`src/rtl/ucd_ram.sv`:
```
// Generic simple dual-port RAM: one write port, one read port, registered read.
// No dependencies.
module ucd_ram #(
	parameter int WIDTH = 8,
	parameter int DEPTH = 16
) (
	input  logic                     clk,
	input  logic                     we,
	input  logic [$clog2(DEPTH)-1:0] waddr,
	input  logic [WIDTH-1:0]         wdata,
	input  logic [$clog2(DEPTH)-1:0] raddr,
	output logic [WIDTH-1:0]         rdata
);

	logic [WIDTH-1:0] mem [DEPTH];

	always_ff @(posedge clk) begin
		if (we) begin
			mem[waddr] <= wdata;
		end
		rdata <= mem[raddr];
	end

endmodule

```
`config.mk`:
```
export PLATFORM = sky130hd
export DESIGN_NAME = ucd_ram
export DESIGN_NICKNAME = d
export VERILOG_FILES = /design/src/rtl/ucd_ram.sv
export SDC_FILE = /design/constraint.sdc
export NUM_CORES = 1
export LEC_CHECK = 0
export ABC_AREA = 1
export BUFFER_PORTS_ARGS = -buffer_cell sky130_fd_sc_hd__buf_2
export CAP_MARGIN = 25
export CORE_UTILIZATION = 50
export CTS_CLUSTER_SIZE = 40
export DETAILED_ROUTE_END_ITERATION = 10
export PLACE_DENSITY = 0.67
export SETUP_SLACK_MARGIN = 0.3
export SYNTH_ARGS = -nofsm -noshare
export SYNTH_HDL_FRONTEND = slang
export SYNTH_SLANG_ARGS = --single-unit
```
`constraint.sdc`:
```
create_clock -name clk -period 1.9 [get_ports clk]
set_clock_uncertainty 0.15 [all_clocks]
set_input_delay 0.38 -clock clk [delete_from_list [all_inputs] [get_ports clk]]
set_output_delay 0.38 -clock clk [all_outputs]
set_load 0.02 [all_outputs]
```
==> results of run 1 <==
-- metrics by stage --
step / setup slack [ps] / area (um^2) / utilization, % / hold WS, ps / std cells
CTS: 435 / 6730 / 61.0 / 160 / 746
detailed placement: 268 / 6100 / 55.3 / 485 / 714
global placement: 269 / 6100 / 55.3 / 488 / 714
global route: 413 / 6730 / 61.0 / 161 / 746
finish: 441 / 6730 / 61.0 / 174 / 746
floorplan: 419 / 5770 / - / 329 / 551
-- flip-flops by register name (all words and copies together), names as in the netlist --
name and count:
mem 128, rdata 8
-- cells in the final DEF (no fill, tap or decap), drive strengths merged, types with 4 or more instances in the layout --
master  count
nand3      97
inv       103
edfxtp    128
nor2       17
bufinv      4
clkbuf     20
nand2     173
clkinv      5
buf        47
dfxtp       8
-- layout make-up --
type                            instances  area (um^2)
Fill cell                             896         4300
Sequential cell                       136         4000
Multi-Input combinational cell        289         1210
Clock buffer                           20          457
Inverter                              102          383
Timing Repair Buffer                   47          328
Tap cell                              140          175
Clock inverter                         12          173
-- kinds of logic after synthesis --
logic type	share of synthesized area, %
buffers and inverters	9.52
DFF	69.4
and+or+nand+nor	21.0
-- layer usage --
metal,GRT usage (%),vias to the layer above
li1,-,1861
met1,30.1,1815
met2,37.2,128
met3,5.69,26
met4,10.9,0
met5,0,-
-- final timing paths --
kind	end	slack, ps	cells after the start
max	rdata[6]	440	1
min	rdata[7]	170	3
max reg2reg	rdata[7]	720	6
min reg2reg	rdata[1]	510	6
-- power groups by stage --
stage	sequential, mW	combinational (mW)	clock (mW)
2_1_floorplan	3.46	0.237	0
3_3_place_gp	3.43	0.427	0
3_5_place_dp	3.44	0.435	0
4_1_cts	3.37	0.438	3.48
5_1_grt	3.38	0.476	3.63
6_report	3.37	0.435	3.44
==> results.sh, run 1 <==
export IMPL_status="finished, final reports clean"
export IMPL_wl_um=12400
export IMPL_clock_sinks=136
export IMPL_hold_buffers=0
export IMPL_htreeDepth=4
export IMPL_final_nets=611
export IMPL_ant_nets=0
export IMPL_antennaDiodeCount=0
export IMPL_hold_path_class="in -> reg"
export IMPL_fmax_ghz=0.685
export IMPL_drt_met1_wl_um=5450
export IMPL_p_int_mw=5.74
export IMPL_yosysWarnings=0
export IMPL_hp_start="raddr[3]"
export IMPL_route_met2_wl_um=6090
export IMPL_p_clk_share_pct=47.4
export IMPL_slew_headroom_pct=74.5
export IMPL_clk_pin_slew_worst_paths_ps=60
export IMPL_seqPwrFrac_pct=46.6
export IMPL_rr_startpoint="mem[3][7]"
export IMPL_yosysSeqAreaShare_pct=69.4
export IMPL_power_density_nw_per_um2=1080
export IMPL_layout_drive_gt1_share_pct=13.2
export IMPL_synth_cells=551
export IMPL_cpLargestDelayFamily="flip-flops"
export IMPL_firstDrtPassIters=5
export IMPL_arrival_ps=930
export IMPL_cp_cell_sequence="buf_2"
export IMPL_grt_overflow=0
export IMPL_start_kind="register"
export IMPL_met3WireLength_um=583
export IMPL_routed_via_density=5.13
export IMPL_globalplace_congestion=0.911
export IMPL_cts_tree="built"
export IMPL_min_period_ps=1460
export IMPL_rows=38
export IMPL_tns_ps=0
export IMPL_die_y_um=109
export IMPL_slowest_delay_ps=350
export IMPL_post_cts_resized=0
export IMPL_p_sw_mw=1.51
export IMPL_end_kind="output port"
export IMPL_ys_ff_latch=136
export IMPL_clk_latency_ps=410
export IMPL_wl_per_cell_um=16.7
export IMPL_synth_most_common_cell="nand2_1"
export IMPL_finalPower_mw=7.25
export IMPL_synth_ff_type="edfxtp_1"
export IMPL_post_route_drc_count=0
export IMPL_cts_root_buf="clkbuf_16"
export IMPL_setup_worst_path_class="reg -> out"
export IMPL_power_frac_comb_pct=6.0
export IMPL_synth_top_cell_area_share_pct=66.7
export IMPL_grt_pass1_wl_um=19500
export IMPL_synth_edf_count=128
export IMPL_syn_num_nets=569
export IMPL_vias=3830
export IMPL_core_area_um2=11000
export IMPL_area_growth_pct=16.7
export IMPL_dp_hpwl_um=7430
export IMPL_yosysUniqueCellTypes=12
export IMPL_cp_buffers_inverters=1
export IMPL_power_leakage_nw=2.95
export IMPL_async_reset_ff_share_pct=0
export IMPL_peakVddDrop_uv=640
export IMPL_synth_area_leaders="edfxtp_1 67%, nand2_1 11%, nand3_1 8.4%, inv_1 6.5%, dfxtp_1 2.8%"
export IMPL_die_w_um=109
export IMPL_ctsLongestPathBuffers=2
export IMPL_cp_slowest_cell="dfxtp_1"
export IMPL_synth_area_um2=5770
export IMPL_top_layer_used="met4"
export IMPL_crit_required_ps=1370
export IMPL_grt_pass1_vias=3680
export IMPL_setup_viol=0
export IMPL_start_util_pct=52.3
export IMPL_critPathLaunch="rdata[6]"
export IMPL_hold_viol=0
export IMPL_post_cts_buffers=0
export IMPL_avgSynthCellArea_um2=10.5
export IMPL_maxCapViolations=0
export IMPL_worstPathMaxFanout=1
export IMPL_p_sw_share_pct=20.8
export IMPL_antenna_found_initial=0
export IMPL_synth_common_cells="173 x nand2_1, 128 x edfxtp_1, 100 x inv_1"
export IMPL_drv_slew=0
export IMPL_die_area_um2=12000
export IMPL_port_buffers=25
export IMPL_rsz0062_at_grt="false"
export IMPL_cts_buffers=17
export IMPL_tightestPinTransition_ps=383
export IMPL_ios=26
export IMPL_grt_usage_pct=23.3
export IMPL_synth_area_leader_cell="edfxtp_1"
export IMPL_drtIter0Drc=262
export IMPL_grt_max_degree=65
export IMPL_period_share_pct=76.8
No activity file was read; power rests on OpenSTA's default activity.
==> run 2: changes to the inputs <==
ABC_AREA = 0   (was 1)
clock period = 1.45 ns   (was 1.9 ns; I/O delays follow)
==> results.sh, run 2 <==
export IMPL_status="finished, final reports clean"
export IMPL_mostFrequentLayoutCell="edfxtp_1"
export IMPL_wl_per_cell_um=21.3
export IMPL_die_y_um=103
export IMPL_ant_nets=0
export IMPL_rsz0062_at_grt="true"
export IMPL_layout_drive_gt1_share_pct=51.4
export IMPL_area_growth_pct=28.7
export IMPL_fin_util_pct=67.2
export IMPL_cts_tree="built"
export IMPL_cpLargestDelayFamily="flip-flops"
export IMPL_path_depth=1
export IMPL_grt_max_degree=23
export IMPL_drtIter0Drc=124
export IMPL_port_buffers=25
export IMPL_syn_num_nets=247
export IMPL_hold_path_class="in -> reg"
export IMPL_synth_common_cells="128 x edfxtp_1, 18 x mux4_2, 16 x a22oi_1"
export IMPL_ys_ff_latch=136
export IMPL_timing_final_ws_setup_ps=27.4
export IMPL_critPathCapture="rdata[5]"
export IMPL_tightestPinTransition_ps=938
export IMPL_grt_usage_pct=20.1
export IMPL_clock_sinks=136
export IMPL_synth_area_leader_cell="edfxtp_1"
export IMPL_synth_area_leaders="edfxtp_1 75%, mux4_2 7.9%, mux4_1 7.1%, dfxtp_1 3.1%, a22oi_1 2.3%"
export IMPL_drv_slew=0
export IMPL_antenna_found_initial=0
export IMPL_routed_via_density=5.52
export IMPL_cp_buffers_inverters=1
export IMPL_holdWs_ps=9.36
export IMPL_cp_slowest_cell="dfxtp_2"
export IMPL_slew_headroom_pct=37.2
export IMPL_setup_worst_path_class="reg -> out"
export IMPL_yosysSeqAreaShare_pct=77.8
export IMPL_reg_top3="mem x128, rdata x8"
export IMPL_slowest_delay_ps=350
export IMPL_yosysUniqueCellTypes=19
export IMPL_rr_endpoint="rdata[1]"
export IMPL_crit_required_ps=1010
export IMPL_antennaDiodeCount=0
export IMPL_grt_pass1_wl_um=14400
export IMPL_synth_top_cell_area_share_pct=74.7
export IMPL_clk_latency_ps=510
export IMPL_final_nets=317
export IMPL_finalPower_mw=9.26
export IMPL_core_area_um2=9860
export IMPL_clk_pin_slew_worst_paths_ps=60
export IMPL_start_kind="register"
export IMPL_cts_buffers=17
export IMPL_htreeDepth=4
export IMPL_cp_cell_sequence="buf_6"
export IMPL_post_route_drc_count=0
export IMPL_fmax_ghz=0.703
export IMPL_hold_viol=0
export IMPL_setup_viol=0
export IMPL_wl_um=9450
export IMPL_r2r_setup_slack_ps=40
export IMPL_cts_root_buf="clkbuf_8"
export IMPL_avgSynthCellArea_um2=22.5
export IMPL_grt_pass1_vias=2594
export IMPL_die_w_um=103
export IMPL_period_share_pct=98.1
export IMPL_ios=26
export IMPL_vias=2451
export IMPL_maxCapViolations=0
export IMPL_largest_reg_flops=128
export IMPL_start_util_pct=52.2
export IMPL_largest_register="mem"
export IMPL_mostFrequentLayoutCells="128 x edfxtp_1, 32 x mux4_2, 17 x buf_2, 17 x buf_4"
export IMPL_dp_hpwl_um=6210
export IMPL_end_kind="output port"
export IMPL_post_cts_buffers=0
export IMPL_rr_startpoint="mem[3][1]"
export IMPL_arrival_ps=980
export IMPL_worstPathMaxFanout=1
export IMPL_synth_ff_type="edfxtp_1"
export IMPL_dp_slack_ps=-423
export IMPL_min_period_ps=1420
export IMPL_globalplace_congestion=0.672
export IMPL_critPathLaunch="rdata[5]"
export IMPL_synth_cells=229
export IMPL_async_reset_ff_share_pct=0
export IMPL_reg2reg_depth=3
export IMPL_peakVddDrop_uv=745
export IMPL_die_area_um2=10700
export IMPL_synth_edf_count=128
export IMPL_ctsLongestPathBuffers=2
export IMPL_power_leakage_nw=2.20
export IMPL_power_density_nw_per_um2=1400
export IMPL_grt_overflow=0
export IMPL_firstDrtPassIters=4
export IMPL_synth_area_um2=5150
export IMPL_rows=36
export IMPL_yosysWarnings=0
export IMPL_synth_most_common_cell="edfxtp_1"
==> run 2: metrics by stage <==
step	setup TNS, ps	cell area [um^2]	std cells
after floorplan	-1620	5270	229
after global routing	-22.2	6630	444
after global placement	-15440	5890	410
after CTS	-0.393	6620	444
final	0	6630	444
after detailed placement	-16410	5890	410
==> run 2: cell type report <==
| cell class | instances | area, um^2 |
|---|---|---|
| clock buffers | 17 | 414 |
| clock inverters | 14 | 174 |
| well taps | 133 | 166 |
| repair buffers | 61 | 653 |
| fillers | 619 | 3240 |
| multi-input cells | 83 | 1200 |
| flip-flops and latches | 136 | 4010 |
==> run 2: routing by layer <==
metal | up-vias | part of all wire (%) | track usage, %
met1 | 1272 | 39 | 25.5
li1 | 1100 | - | -
met3 | 4 | 4.8 | 4.57
met5 | - | 0 | 0
met2 | 75 | 55 | 34.6
met4 | 0 | 0.55 | 6.50
==> run 2: worst min path at each step <==
stage / from / end / slack, ps / cells past startpoint
6_report: wdata[6] / mem[6][6] / 9 / 1
5_1_grt: wdata[0] / mem[4][0] / 20 / 1
4_1_cts: wdata[6] / mem[10][6] / 2 / 1
3_5_place_dp: mem[6][5] / rdata[5] / 520 / 3
3_3_place_gp: mem[14][1] / rdata[1] / 500 / 3
2_1_floorplan: wdata[0] / mem[0][0] / 240 / 0
==> run 2: cell families after synthesis <==
kind of cell           synth area share, %
DFF                                   77.8
AOI/OAI and AO/OA                     2.33
buffers and inverters                 1.68
muxes                                 15.0
and+or+nand+nor                       3.18
==> run 2: what timing repair did <==
action	in CTS	in global routing
pin swaps	5	3
resized for setup	35	2
endpoints found under the setup margin	16	24
hold buffers	3	0
endpoints found under the hold margin	21	0
==> run 2: where the power goes <==
part | internal, mW | switching [mW] | total, mW
registers | 4.40 | 0.0378 | 4.44
logic | 0.286 | 0.294 | 0.580
clock network | 2.62 | 1.61 | 4.24
total | 7.31 | 1.94 | 9.26
